## src/rtl/core/hsprn_pkg.sv

```systemverilog
// shared types and constants for the serial print receiver
// payload structs, register indexes and byte classification helpers
// no dependencies
`default_nettype none

package hsprn_pkg;

  localparam int unsigned CFG_IDX_W  = 1;
  localparam int unsigned CFG_DATA_W = 16;

  localparam logic [CFG_IDX_W-1:0] CFG_OWN_DEVICE_CODE = 1'b0;
  localparam logic [CFG_IDX_W-1:0] CFG_TICKS_PER_MS    = 1'b1;

  localparam logic [7:0]  OWN_CODE_RESET  = 8'h0f;
  localparam logic [15:0] TICKS_RESET     = 16'd1000;

  localparam logic [7:0] STROBE_MS = 8'd30;
  localparam logic [7:0] GAP_MS    = 8'd2;
  localparam logic [7:0] PULSE_MS  = 8'd9;
  localparam logic [7:0] MS_MAX    = 8'hff;

  localparam logic [7:0] CHR_ETX   = 8'h03;
  localparam logic [7:0] CHR_SO    = 8'h0e;
  localparam logic [7:0] CHR_SI    = 8'h0f;
  localparam logic [7:0] CHR_SPACE = 8'h20;

  typedef struct packed {
    logic busy_level;
    logic data_level;
    logic strobe_level;
    logic select_level;
  } in_item_t;

  typedef struct packed {
    logic       ack_level;
    logic       char_valid;
    logic [7:0] char_code;
  } out_item_t;

  // codes after which the idle byte transfer is enabled
  function automatic logic is_listed_code(input logic [7:0] c);
    return (c == 8'h00) || (c == 8'hff) || (c == 8'h0f) || (c == 8'h21) || (c == 8'h45);
  endfunction

  // control bytes swallowed by the filter
  function automatic logic is_ctrl_code(input logic [7:0] c);
    return (c == CHR_ETX) || (c == CHR_SO) || (c == CHR_SI);
  endfunction

endpackage

`default_nettype wire

```

## src/rtl/core/handshake_serial_print_receiver.sv

```systemverilog
// serial print receiver: one pin sample per transfer, one result per sample
// a sample passes through the input register and then the result register before
// its result is offered; throughput 1 sample per cycle while out_ready is held high
// the input register and the result register form a two-stage pipeline with stall
// rst_n synchronous active low: idle phase, timer and shifter cleared, registers
// own_device_code = 0x0f and ticks_per_ms = 1000, no item in flight
// uses hsprn_pkg
`default_nettype none

module handshake_serial_print_receiver
  import hsprn_pkg::*;
(
  input  wire logic                  clk,
  input  wire logic                  rst_n,
  // sample channel
  input  wire logic                  in_valid,
  output logic                       in_ready,
  input  wire in_item_t              in_data,
  // result channel
  output logic                       out_valid,
  input  wire logic                  out_ready,
  output out_item_t                  out_data,
  // register writes
  input  wire logic                  cfg_we,
  input  wire logic [CFG_IDX_W-1:0]  cfg_index,
  input  wire logic [CFG_DATA_W-1:0] cfg_wdata
);

  typedef enum logic [2:0] {
    PH_IDLE     = 3'd0,
    PH_STROBE   = 3'd1,
    PH_CODE_BIT = 3'd2,
    PH_BIT_GAP  = 3'd3,
    PH_BUSY_LOW = 3'd4,
    PH_ACK      = 3'd5,
    PH_MISMATCH = 3'd6
  } phase_t;

  // configuration
  logic [7:0]  own_code_r;
  logic [15:0] ticks_r;

  // pipeline control
  logic        s1_valid_r;
  in_item_t    s1_data_r;
  logic        out_valid_r;
  out_item_t   out_data_r;
  logic        advance;

  // receiver state
  phase_t      phase_r,        phase_nxt;
  logic [7:0]  shift_r,        shift_nxt;
  logic [2:0]  bit_cnt_r,      bit_cnt_nxt;
  logic [7:0]  acc_code_r,     acc_code_nxt;
  logic        ack_r,          ack_nxt;
  logic        last_busy_r,    last_busy_nxt;
  logic        last_strobe_r,  last_strobe_nxt;
  logic        ctrl_pend_r,    ctrl_pend_nxt;
  logic [15:0] sub_ms_r,       sub_ms_nxt;
  logic [7:0]  elapsed_r,      elapsed_nxt;

  logic        restart;
  logic        byte_full;
  logic        emit;
  logic [7:0]  emit_code;
  logic [16:0] sub_inc;

  // a sample moves on when the result register is free or being emptied
  assign advance   = s1_valid_r && (!out_valid_r || out_ready);
  assign in_ready  = !s1_valid_r || advance;
  assign out_valid = out_valid_r;
  assign out_data  = out_data_r;

  // per-sample next state, evaluated on the sample held in the input register
  always_comb begin
    phase_nxt       = phase_r;
    shift_nxt       = shift_r;
    bit_cnt_nxt     = bit_cnt_r;
    acc_code_nxt    = acc_code_r;
    ack_nxt         = ack_r;
    last_busy_nxt   = last_busy_r;
    last_strobe_nxt = last_strobe_r;
    ctrl_pend_nxt   = ctrl_pend_r;
    restart         = 1'b0;
    byte_full       = 1'b0;
    emit            = 1'b0;
    emit_code       = 8'h00;
    sub_inc         = {1'b0, sub_ms_r} + 17'd1;

    case (phase_r)
      PH_IDLE: begin
        // strobe high starts timing the strobe width
        if (s1_data_r.strobe_level) begin
          restart     = 1'b1;
          phase_nxt   = PH_STROBE;
          shift_nxt   = 8'h00;
          bit_cnt_nxt = 3'd0;
        end
      end
      PH_STROBE: begin
        if (s1_data_r.strobe_level) begin
          if (elapsed_r > STROBE_MS) begin
            phase_nxt = PH_CODE_BIT;
            ack_nxt   = 1'b1;
          end
        end else begin
          phase_nxt = PH_IDLE;
        end
      end
      PH_CODE_BIT: begin
        if (s1_data_r.busy_level) begin
          // lsb first shift of one device-code bit
          shift_nxt   = {s1_data_r.data_level, shift_r[7:1]};
          bit_cnt_nxt = bit_cnt_r + 3'd1;
          ack_nxt     = 1'b0;
          if (bit_cnt_nxt == 3'd0) begin
            acc_code_nxt = shift_nxt;
            if (shift_nxt == own_code_r) begin
              phase_nxt = PH_BUSY_LOW;
            end else begin
              phase_nxt = PH_MISMATCH;
              restart   = 1'b1;
            end
            shift_nxt   = 8'h00;
            bit_cnt_nxt = 3'd0;
          end else begin
            phase_nxt = PH_BIT_GAP;
            restart   = 1'b1;
          end
        end
      end
      PH_BIT_GAP: begin
        if (elapsed_r > GAP_MS) begin
          phase_nxt = PH_CODE_BIT;
          ack_nxt   = 1'b1;
        end
      end
      PH_BUSY_LOW: begin
        // code matched: answer with an ack pulse once busy falls
        if (!s1_data_r.busy_level) begin
          ack_nxt     = 1'b1;
          phase_nxt   = PH_ACK;
          restart     = 1'b1;
          shift_nxt   = 8'h00;
          bit_cnt_nxt = 3'd0;
        end
      end
      PH_ACK: begin
        if (elapsed_r > PULSE_MS) begin
          ack_nxt   = 1'b0;
          phase_nxt = PH_IDLE;
          restart   = 1'b1;
        end
      end
      PH_MISMATCH: begin
        if (elapsed_r > GAP_MS && s1_data_r.busy_level) begin
          ack_nxt   = 1'b0;
          phase_nxt = PH_IDLE;
        end
      end
      default: begin
        phase_nxt = PH_IDLE;
      end
    endcase

    // idle byte transfer, runs on the phase this sample ends in
    if (phase_nxt == PH_IDLE && is_listed_code(acc_code_nxt)) begin
      // ack timeout with both host lines quiet
      if (!s1_data_r.busy_level && !last_busy_r && !s1_data_r.strobe_level &&
          !last_strobe_r && ack_nxt && elapsed_r > GAP_MS) begin
        restart = 1'b1;
        ack_nxt = 1'b0;
      end
      if (s1_data_r.select_level) begin
        shift_nxt   = 8'h00;
        bit_cnt_nxt = 3'd0;
      end
      if (s1_data_r.busy_level != last_busy_r) begin
        if (ack_nxt) begin
          ack_nxt = 1'b0;
        end else begin
          ack_nxt = 1'b1;
          restart = 1'b1;
        end
        if (s1_data_r.busy_level) begin
          shift_nxt   = {s1_data_r.data_level, shift_nxt[7:1]};
          bit_cnt_nxt = bit_cnt_nxt + 3'd1;
          byte_full   = (bit_cnt_nxt == 3'd0);
          if (byte_full) begin
            // control filter
            if (ctrl_pend_r && shift_nxt == CHR_SPACE) begin
              ctrl_pend_nxt = 1'b0;
              emit          = 1'b1;
            end else if (is_ctrl_code(shift_nxt)) begin
              ctrl_pend_nxt = 1'b1;
            end else begin
              emit = 1'b1;
            end
            emit_code   = emit ? shift_nxt : 8'h00;
            shift_nxt   = 8'h00;
            bit_cnt_nxt = 3'd0;
          end
        end
      end
      last_busy_nxt   = s1_data_r.busy_level;
      last_strobe_nxt = s1_data_r.strobe_level;
    end

    // millisecond timer: prescaler then saturating ms count
    if (restart) begin
      sub_ms_nxt  = 16'd0;
      elapsed_nxt = 8'd0;
    end else if (sub_inc >= {1'b0, ticks_r}) begin
      sub_ms_nxt  = 16'd0;
      elapsed_nxt = (elapsed_r == MS_MAX) ? elapsed_r : elapsed_r + 8'd1;
    end else begin
      sub_ms_nxt  = sub_inc[15:0];
      elapsed_nxt = elapsed_r;
    end
  end

  always_ff @(posedge clk) begin
    if (!rst_n) begin
      own_code_r    <= OWN_CODE_RESET;
      ticks_r       <= TICKS_RESET;
      s1_valid_r    <= 1'b0;
      out_valid_r   <= 1'b0;
      phase_r       <= PH_IDLE;
      shift_r       <= 8'h00;
      bit_cnt_r     <= 3'd0;
      acc_code_r    <= 8'h00;
      ack_r         <= 1'b0;
      last_busy_r   <= 1'b0;
      last_strobe_r <= 1'b0;
      ctrl_pend_r   <= 1'b0;
      sub_ms_r      <= 16'd0;
      elapsed_r     <= 8'd0;
    end else begin
      // register writes
      if (cfg_we) begin
        case (cfg_index)
          CFG_OWN_DEVICE_CODE: own_code_r <= cfg_wdata[7:0];
          CFG_TICKS_PER_MS:    ticks_r    <= cfg_wdata;
          default: ;
        endcase
      end

      // input register
      if (in_ready) begin
        s1_valid_r <= in_valid;
      end

      // result register
      if (advance) begin
        out_valid_r <= 1'b1;
      end else if (out_ready) begin
        out_valid_r <= 1'b0;
      end

      // receiver state moves once per processed sample
      if (advance) begin
        phase_r       <= phase_nxt;
        shift_r       <= shift_nxt;
        bit_cnt_r     <= bit_cnt_nxt;
        acc_code_r    <= acc_code_nxt;
        ack_r         <= ack_nxt;
        last_busy_r   <= last_busy_nxt;
        last_strobe_r <= last_strobe_nxt;
        ctrl_pend_r   <= ctrl_pend_nxt;
        sub_ms_r      <= sub_ms_nxt;
        elapsed_r     <= elapsed_nxt;
      end
    end
  end

  // payload registers, no reset needed
  always_ff @(posedge clk) begin
    if (in_ready && in_valid) begin
      s1_data_r <= in_data;
    end
    if (advance) begin
      out_data_r.ack_level  <= ack_nxt;
      out_data_r.char_valid <= emit;
      out_data_r.char_code  <= emit_code;
    end
  end

  // control bytes are never delivered as characters
  assert property (@(posedge clk) disable iff (!rst_n)
    (out_valid && out_data.char_valid) |->
      !(out_data.char_code == CHR_ETX || out_data.char_code == CHR_SO ||
        out_data.char_code == CHR_SI))
    else $error("control byte delivered");

  // an empty result register never blocks the input side
  assert property (@(posedge clk) disable iff (!rst_n)
    (!out_valid && !s1_valid_r) |-> in_ready)
    else $error("input stalled with empty pipeline");

  // the ms count only steps up by one or restarts
  assert property (@(posedge clk) disable iff (!rst_n)
    (elapsed_r != $past(elapsed_r)) |->
      (elapsed_r == 8'd0 || elapsed_r == $past(elapsed_r) + 8'd1))
    else $error("ms timer jumped");

  // receiver state is frozen while the pipeline is stalled
  assert property (@(posedge clk) disable iff (!rst_n)
    !advance |=> ($stable(phase_r) && $stable(shift_r) && $stable(ack_r)))
    else $error("state changed without a processed sample");

endmodule

`default_nettype wire

```

## config.mk

```make
export PLATFORM = sky130hd
export DESIGN_NAME = handshake_serial_print_receiver
export DESIGN_NICKNAME = d
export VERILOG_FILES = /design/src/rtl/core/hsprn_pkg.sv /design/src/rtl/core/handshake_serial_print_receiver.sv
export SDC_FILE = /design/constraint.sdc
export NUM_CORES = 1
export LEC_CHECK = 0
export ABC_AREA = 1
export BUFFER_PORTS_ARGS = -buffer_cell sky130_fd_sc_hd__buf_2
export CAP_MARGIN = 25
export CELL_PAD_IN_SITES_DETAIL_PLACEMENT = 2
export CELL_PAD_IN_SITES_GLOBAL_PLACEMENT = 2
export CORE_MARGIN = 4
export CORE_UTILIZATION = 37
export DETAILED_ROUTE_END_ITERATION = 10
export GPL_TIMING_DRIVEN = 0
export PLACE_DENSITY = 0.81
export SLEW_MARGIN = 0
export SYNTH_ARGS = -nofsm -noshare
export SYNTH_HDL_FRONTEND = slang
export SYNTH_SLANG_ARGS = --single-unit
```

## constraint.sdc

```tcl
create_clock -name clk -period 4.51 [get_ports clk]
set_input_delay 0.451 -clock clk [delete_from_list [all_inputs] [get_ports clk]]
set_output_delay 0.451 -clock clk [all_outputs]
set_load 0.1 [all_outputs]
```

==> results of run 1 <==
[area by class of cell]
type | instances | share of cell area [%]
Multi-Input combinational cell | 541 | 48.2
Buffer | 24 | 1.72
Inverter | 105 | 6.59
Sequential cell | 88 | 31.8
Tap cell | 180 | 3.77
Clock buffer | 13 | 4.35
Clock inverter | 3 | 0.293
Timing Repair Buffer | 37 | 3.26
[worst register-to-register path: stages, from the launching register on]
cell	delay [ns]
dfxtp_1	0.40
ha_1	0.22
nand3_1	0.17
nor2_1	0.26
and2_1	0.19
nand2_1	0.09
nor2_1	0.23
nand3_1	0.14
xnor2_1	0.23
ha_1	0.31
a21oi_1	0.23
o211ai_1	0.12
nor2_1	0.11
nand3_1	0.10
nor2_2	0.39
clkbuf_1	0.46
nand4_1	0.17
a21oi_1	0.17
[flip-flops by register name, summed over array words and instances (netlist names), 4 cells and up]
| name | cells |
|---|---|
| own_code_r | 8 |
| acc_code_r | 8 |
| ticks_r | 16 |
| s1_data_r | 4 |
| shift_r | 7 |
| sub_ms_r | 16 |
| elapsed_r | 8 |
| out_data | 10 |
[cells by family (layout without fill, tap and decap cells)]
kind of cell             count (synthesis)  in the layout  share of synthesized area, %
buffers and inverters                  129            182                          9.41
AO/OA/AOI/OAI                          150            150                          16.2
flip-flops                              88             88                          36.0
adder cells (fa/ha/maj)                 26             26                          6.16
XOR/XNOR                                24             24                          3.98
AND/OR/NAND/NOR                        341            341                          28.3
[how the worst max path moves through the flow]
stage                startpoint           end  slack (ns)
floorplan           sub_ms_r[0]   sub_ms_r[0]        1.43
global placement    sub_ms_r[0]   sub_ms_r[6]        0.57
detailed placement  sub_ms_r[0]  sub_ms_r[12]        0.40
CTS                 sub_ms_r[0]  sub_ms_r[12]        0.31
global route        sub_ms_r[0]  sub_ms_r[12]        0.14
finish              sub_ms_r[0]  sub_ms_r[12]        0.45
[through the flow]
step | setup slack (ns) | hold WS, ns | power [mW] | util, % | cell area [um^2]
3_5_place_dp | 0.405 | 0.471 | 1.24 | 40.8 | 5690
2_1_floorplan | 1.43 | 0.435 | 1.12 | - | 5280
3_3_place_gp | 0.573 | 0.455 | 1.21 | 40.8 | 5690
5_1_grt | 0.143 | 0.269 | 2.04 | 42.9 | 5980
4_1_cts | 0.313 | 0.265 | 1.96 | 42.8 | 5960
6_report | 0.448 | 0.279 | 1.95 | 42.9 | 5980
[cells in the final DEF, fill, tap and decap left out, types with 2 or more instances in the layout]
cell type | netlist | final
nand2_1 | 163 | 163
inv_1 | 98 | 98
nor2_1 | 81 | 80
dfxtp_1 | 74 | 74
a21oi_1 | 70 | 70
o21ai_0 | 43 | 43
nand3_1 | 43 | 43
buf_2 | 3 | 39
nand4_1 | 27 | 27
ha_1 | 26 | 26
clkbuf_1 | 18 | 20
o211ai_1 | 16 | 16
xor2_1 | 14 | 14
edfxtp_1 | 14 | 14
xnor2_1 | 10 | 10
nor3_1 | 9 | 9
clkbuf_16 | 0 | 9
inv_2 | 6 | 6
o22ai_1 | 6 | 6
a22oi_1 | 6 | 6
nor2_2 | 2 | 3
nand2_4 | 3 | 3
nand3_2 | 2 | 2
nor2_4 | 2 | 2
nand2_2 | 2 | 2
and2_1 | 2 | 2
nor4_1 | 2 | 2
clkinv_2 | 0 | 2
clkbuf_8 | 0 | 2
[layer usage]
metal  track usage [%]  wire length (um)  vias to the layer above
li1                  -                 -                     2594
met1              26.9              7870                     2680
met2              46.5             10100                       59
met3              3.51               386                       24
met4              7.38               424                        0
met5                 0                 0                        -
[power groups by stage]
stage	sequential (mW)	combinational [mW]	clock, mW
floorplan	0.906	0.215	0
finish	0.863	0.360	0.728
detailed placement	0.880	0.356	0
global route	0.866	0.401	0.775
global placement	0.877	0.335	0
CTS	0.863	0.361	0.738
==> flow_metrics.py, run 1 <==
metrics = {
    "outcome": {
        "status": "finished, final reports clean",
    },
    "worst_setup_path": {
        "crit_chain": "ha_1 -> nand3_1 -> nor2_1 -> and2_1 -> nand2_1 -> nor2_1 -> nand3_1 -> xnor2_1 -> ha_1 -> a21oi_1 -> o211ai_1 -> nor2_1 -> nand3_1 -> nor2_2 -> clkbuf_1 -> nand4_1 -> a21oi_1",
        "worstSetupPathType": "reg2reg",
        "reg2reg_slack_ns": 0.45,
        "path_max_fanout": 10,
        "worstRegToRegCells": 17,
        "crit_slowest_cell": "clkbuf_1",
        "r2r-end": "sub_ms_r[12]",
        "crit_buf_inv": 1,
        "path_depth": 17,
        "cp_top_family": "simple AND/OR/NAND/NOR gates",
        "endpoint_kind": "flip-flop",
        "crit_required_ns": 4.78,
        "r2r_start": "sub_ms_r[0]",
        "cp_data_arrival_time_ns": 4.34,
        "cp-start-kind": "flip-flop",
        "max_stage_delay_ns": 0.45,
    },
    "sta": {
        "min_period_ns": 4.06,
        "rsz0062_at_grt": "no",
        "slew_headroom_pct": 35.4,
        "fmax_ghz": 0.246,
        "worst_pin_slew_ns": 0.968,
        "finalSetupViolCount": 0,
        "fin_crit_sh_pct": 90.1,
        "hold_violations": 0,
        "clock_skew_ns": 0.00931,
        "setup-tns-final_ns": 0,
        "slew_viol_final": 0,
    },
    "synthesis": {
        "ys_ff_latch": 88,
        "synth-main-ff-cell": "dfxtp_1",
        "synthDistinctLibCells": 42,
        "synth_top_area_share_pct": 28.1,
        "seq_area_frac_synth_pct": 36.0,
        "synth_edf_count": 14,
        "syn_inst": 758,
        "yosysMostFrequentCell": "nand2_1",
        "synth_top_area_cell": "dfxtp_1",
        "synth.top_cells.by_count": "nand2_1 (163), inv_1 (98), nor2_1 (81), dfxtp_1 (74), a21oi_1 (70)",
        "yosys_warnings": 0,
        "syn_area_per_cell_um2": 6.97,
        "synthArstFlopShare_pct": 0,
        "synthTopCellsByArea": "dfxtp_1 (28%), nand2_1 (12%), edfxtp_1 (8.0%)",
        "synth_nets": 810,
        "syn_area_um2": 5280,
    },
    "pwr": {
        "power.density_nw_per_um2": 326,
        "clkPwrFrac_pct": 37.3,
        "comb_power_share_pct": 18.5,
        "pwr-share-seq_pct": 44.2,
        "p_switching_mw": 0.614,
        "p_int_mw": 1.34,
        "p_leak_nw": 2.63,
        "ir_worst_vdd_mv": 0.164,
        "p_sw_share_pct": 31.5,
    },
    "clock_network": {
        "cts_buffer_depth": 2,
        "worstSkewPairLatency_ns": 0.35,
        "hold_buffers": 0,
        "postCtsSetupRepairBufs": 0,
        "cts.repair.resized": 0,
        "cts_sinks": 88,
        "cts_made_buffers": 9,
        "cts.htree.levels": 3,
        "clockRootBuffer": "clkbuf_16",
        "cts_tree": "done",
        "clk_pin_slew_worst_paths_ns": 0.06,
    },
    "hold_path": {
        "hold_depth": 1,
        "hold-path-endpoint": "s1_data_r[3]",
        "hp-start": "in_data[3]",
        "hold_path.class": "in2reg",
    },
    "detailed_routing": {
        "routed_wl_um": 18800,
        "via_count": 5357,
        "remaining_drc_errors": 0,
        "ant_nets": 0,
        "first_pass_iters": 4,
        "drtIter0Drc": 242,
        "via_per_inst": 5.41,
        "wl_per_cell_um": 18.9,
    },
    "finish": {
        "multiInputGateArea_um2": 2880,
        "drive_gt1_share_pct": 9.62,
        "antenna_cells": 0,
        "area_delta_synth_final_pct": 13.3,
        "final_nets": 858,
        "register_area_um2": 1900,
        "finalNonFillerCells": 991,
        "fillers": 1710,
    },
    "job": {
        "cap_violations": 0,
    },
    "floorplan": {
        "ios": 38,
        "core_um2": 13900,
        "dieArea_um2": 16200,
        "die_y_um": 127,
        "start_util_pct": 37.9,
        "die_x_um": 127,
        "row_count": 43,
    },
    "placed_design": {
        "hpwl_um": 14600,
        "gp_congestion": 0.901,
        "io_buffers": 36,
        "placedCellCount": 974,
    },
    "global_routing": {
        "grt_max_degree": 20,
        "grtUsageTotal_pct": 24.1,
        "grt_pass1_wl_um": 31100,
        "gr-total-overflow": 0,
        "grt_antenna_before_repair": 0,
        "grt_pass1_vias": 6145,
    },
}
No activity file was read; power rests on OpenSTA's default activity.
==> run 2: changes to the inputs <==
ABC_AREA = unset   (was 1)
CORE_UTILIZATION = 40   (was 37)
GPL_TIMING_DRIVEN = 1   (was 0)
==> flow_metrics.py, run 2 <==
metrics = {
    "clock_network": {
        "cts_tree": "done",
        "cts.repair.resized": 0,
        "postCtsSetupRepairBufs": 0,
        "clk_pin_slew_worst_paths_ns": 0.06,
        "clockRootBuffer": "clkbuf_16",
        "cts.htree.levels": 3,
        "hold_buffers": 0,
        "cts_buffer_depth": 2,
        "worstSkewPairLatency_ns": 0.34,
        "cts_sinks": 88,
        "cts_made_buffers": 9,
    },
    "finish": {
        "final_common_cell": "dfxtp_1",
        "final_nets": 667,
        "antenna_cells": 0,
        "fillers": 1359,
        "layout_common_cells": "dfxtp_1 (74), nand2_1 (69), nor2_1 (59)",
        "finalInstanceArea_um2": 5700,
        "drive_gt1_share_pct": 12.4,
        "area_delta_synth_final_pct": 12.1,
    },
    "synthesis": {
        "yosys_warnings": 0,
        "syn_inst": 592,
        "synth.top_cells.by_count": "dfxtp_1 (74), nand2_1 (69), nor2_1 (59), a21oi_1 (32), inv_1 (29)",
        "synth-main-ff-cell": "dfxtp_1",
        "yosysMostFrequentCell": "dfxtp_1",
        "synthTopCellsByArea": "dfxtp_1 (29%), edfxtp_1 (8.3%), ha_1 (6.4%)",
        "synth_nets": 644,
        "synth_top_area_cell": "dfxtp_1",
        "syn_area_um2": 5080,
        "seq_area_frac_synth_pct": 37.4,
        "ys_ff_latch": 88,
        "synth_top_area_share_pct": 29.1,
        "synthArstFlopShare_pct": 0,
        "synthDistinctLibCells": 67,
        "synth_edf_count": 14,
        "syn_area_per_cell_um2": 8.59,
    },
    "placed_design": {
        "placed_area_um2": 5400,
        "gp_congestion": 0.823,
        "io_buffers": 37,
        "hpwl_um": 12000,
    },
    "sta": {
        "min_period_ns": 3.82,
        "slew_headroom_pct": 34.5,
        "finalSetupViolCount": 0,
        "worst_pin_slew_ns": 0.982,
        "slew_viol_final": 0,
        "fmax_ghz": 0.262,
        "hold_violations": 0,
        "setup-tns-final_ns": 0,
        "fin_crit_sh_pct": 84.7,
        "rsz0062_at_grt": "no",
        "clock_skew_ns": 0.00435,
    },
    "worst_setup_path": {
        "path_max_fanout": 9,
        "endpoint_kind": "flip-flop",
        "cp_data_arrival_time_ns": 4.10,
        "cp_top_family": "simple AND/OR/NAND/NOR gates",
        "crit_slowest_cell": "or4_1",
        "crit_buf_inv": 0,
        "crit_required_ns": 4.79,
        "cp-start-kind": "flip-flop",
        "max_stage_delay_ns": 0.51,
        "worstSetupPathType": "reg2reg",
        "crit_chain": "and3_1 -> nand3_1 -> nor2_1 -> nor2b_1 -> or2_2 -> ha_1 -> nand4_1 -> nor4_1 -> a311oi_1 -> o211a_1 -> nor2_1 -> a311oi_4 -> or4_1 -> a21boi_1",
        "crit_top_cell": "nor2_1",
    },
    "detailed_routing": {
        "via_count": 4574,
        "wl_per_cell_um": 20.7,
        "via_per_inst": 5.80,
        "routed_wl_um": 16300,
        "first_pass_iters": 4,
        "drtIter0Drc": 227,
        "ant_nets": 0,
        "remaining_drc_errors": 0,
    },
    "hold_path": {
        "hold_path.class": "in2reg",
    },
    "floorplan": {
        "row_count": 40,
        "core_um2": 12200,
        "start_util_pct": 41.6,
        "dieArea_um2": 14600,
        "die_y_um": 121,
        "ios": 38,
        "die_x_um": 121,
    },
    "pwr": {
        "p_switching_mw": 0.548,
        "p_int_mw": 1.37,
        "power.density_nw_per_um2": 337,
        "comb_power_share_pct": 16.0,
        "p_sw_share_pct": 28.6,
        "p_leak_nw": 2.25,
        "pwr-share-seq_pct": 45.0,
        "clkPwrFrac_pct": 39.0,
        "ir_worst_vdd_mv": 0.190,
    },
    "global_routing": {
        "grt_max_degree": 54,
        "grt_pass1_vias": 4958,
        "gr-total-overflow": 0,
        "grtUsageTotal_pct": 23.2,
        "grt_pass1_wl_um": 26700,
        "grt_antenna_before_repair": 0,
    },
    "outcome": {
        "status": "finished, final reports clean",
    },
    "job": {
        "cap_violations": 0,
    },
}
==> run 2: cell count changes after synthesis, moves of 16 or more <==
cell | previous run | this run
a21oi_1 | 70 | 32
nand4_1 | 27 | 11
nand3_1 | 43 | 26
o21ai_0 | 43 | 15
inv_1 | 98 | 29
nand2_1 | 163 | 69
nor2_1 | 81 | 59
==> run 2: power groups by stage <==
stage | Clock (mW) | Combinational (mW) | Sequential (mW)
detailed placement | 0 | 0.303 | 0.880
floorplan | 0 | 0.199 | 0.898
finish | 0.748 | 0.308 | 0.864
global placement | 0 | 0.285 | 0.878
CTS | 0.771 | 0.306 | 0.864
global route | 0.801 | 0.333 | 0.868
==> run 2: final timing paths <==
check              startpoint            to  slack [ns]  cells past startpoint
setup / recovery  sub_ms_r[2]  elapsed_r[4]        0.69                     14
hold / removal     in_data[1]  s1_data_r[1]        0.28                      1
setup reg to reg  sub_ms_r[2]  elapsed_r[4]        0.69                     14
hold reg to reg   ticks_r[14]   ticks_r[14]        0.45                      2
==> run 2: cell families after synthesis <==
group | Yosys count | share of synthesized area, %
AO/OA/AOI/OAI | 151 | 22.7
XOR/XNOR | 17 | 2.93
adder cells (fa/ha/maj) | 26 | 6.40
buffers and inverters | 61 | 4.85
flip-flops | 88 | 37.4
multiplexers | 16 | 3.18
AND/OR/NAND/NOR | 233 | 22.5
==> run 2: through the flow <==
stage | util (%) | total power [mW] | hold slack, ns | worst slack (ns) | std cells
after global routing | 46.7 | 2.00 | 0.270 | 0.356 | 788
after CTS | 46.6 | 1.94 | 0.271 | 0.685 | 787
after detailed placement | 44.2 | 1.18 | 0.452 | 0.761 | 771
final | 46.7 | 1.92 | 0.282 | 0.689 | 788
after floorplan | - | 1.10 | 0.436 | 1.33 | 592
after global placement | 44.0 | 1.16 | 0.446 | 0.882 | 770
==> run 2: layout make-up <==
type | count | area [um^2] | share of cell area (%)
well taps | 168 | 210 | 3.69
clock buffers | 12 | 246 | 4.32
repair buffers | 42 | 246 | 4.32
flip-flops and latches | 88 | 1900 | 33.4
multi-input cells | 443 | 2930 | 51.5
inverters | 31 | 116 | 2.04
clock inverters | 4 | 43.8 | 0.768
==> run 2: routing by layer <==
| metal | part of all wire [%] | wire length [um] | vias to the layer above | GRT usage [%] |
|---|---|---|---|---|
| met5 | 0 | 0 | - | 0 |
| met4 | 2.3 | 373 | 0 | 8.00 |
| met3 | 2.0 | 324 | 25 | 3.93 |
| met2 | 53 | 8620 | 56 | 42.6 |
| met1 | 43 | 6980 | 2285 | 26.9 |
| li1 | - | - | 2208 | - |
==> run 2: worst reg2reg max path, stage by stage, from the launching register on <==
cell	delay, ns
dfxtp_1	0.43
and3_1	0.21
nand3_1	0.21
nor2_1	0.25
nor2b_1	0.09
or2_2	0.31
ha_1	0.29
nand4_1	0.12
nor4_1	0.41
a311oi_1	0.16
o211a_1	0.18
nor2_1	0.31
a311oi_4	0.12
or4_1	0.51
a21boi_1	0.15
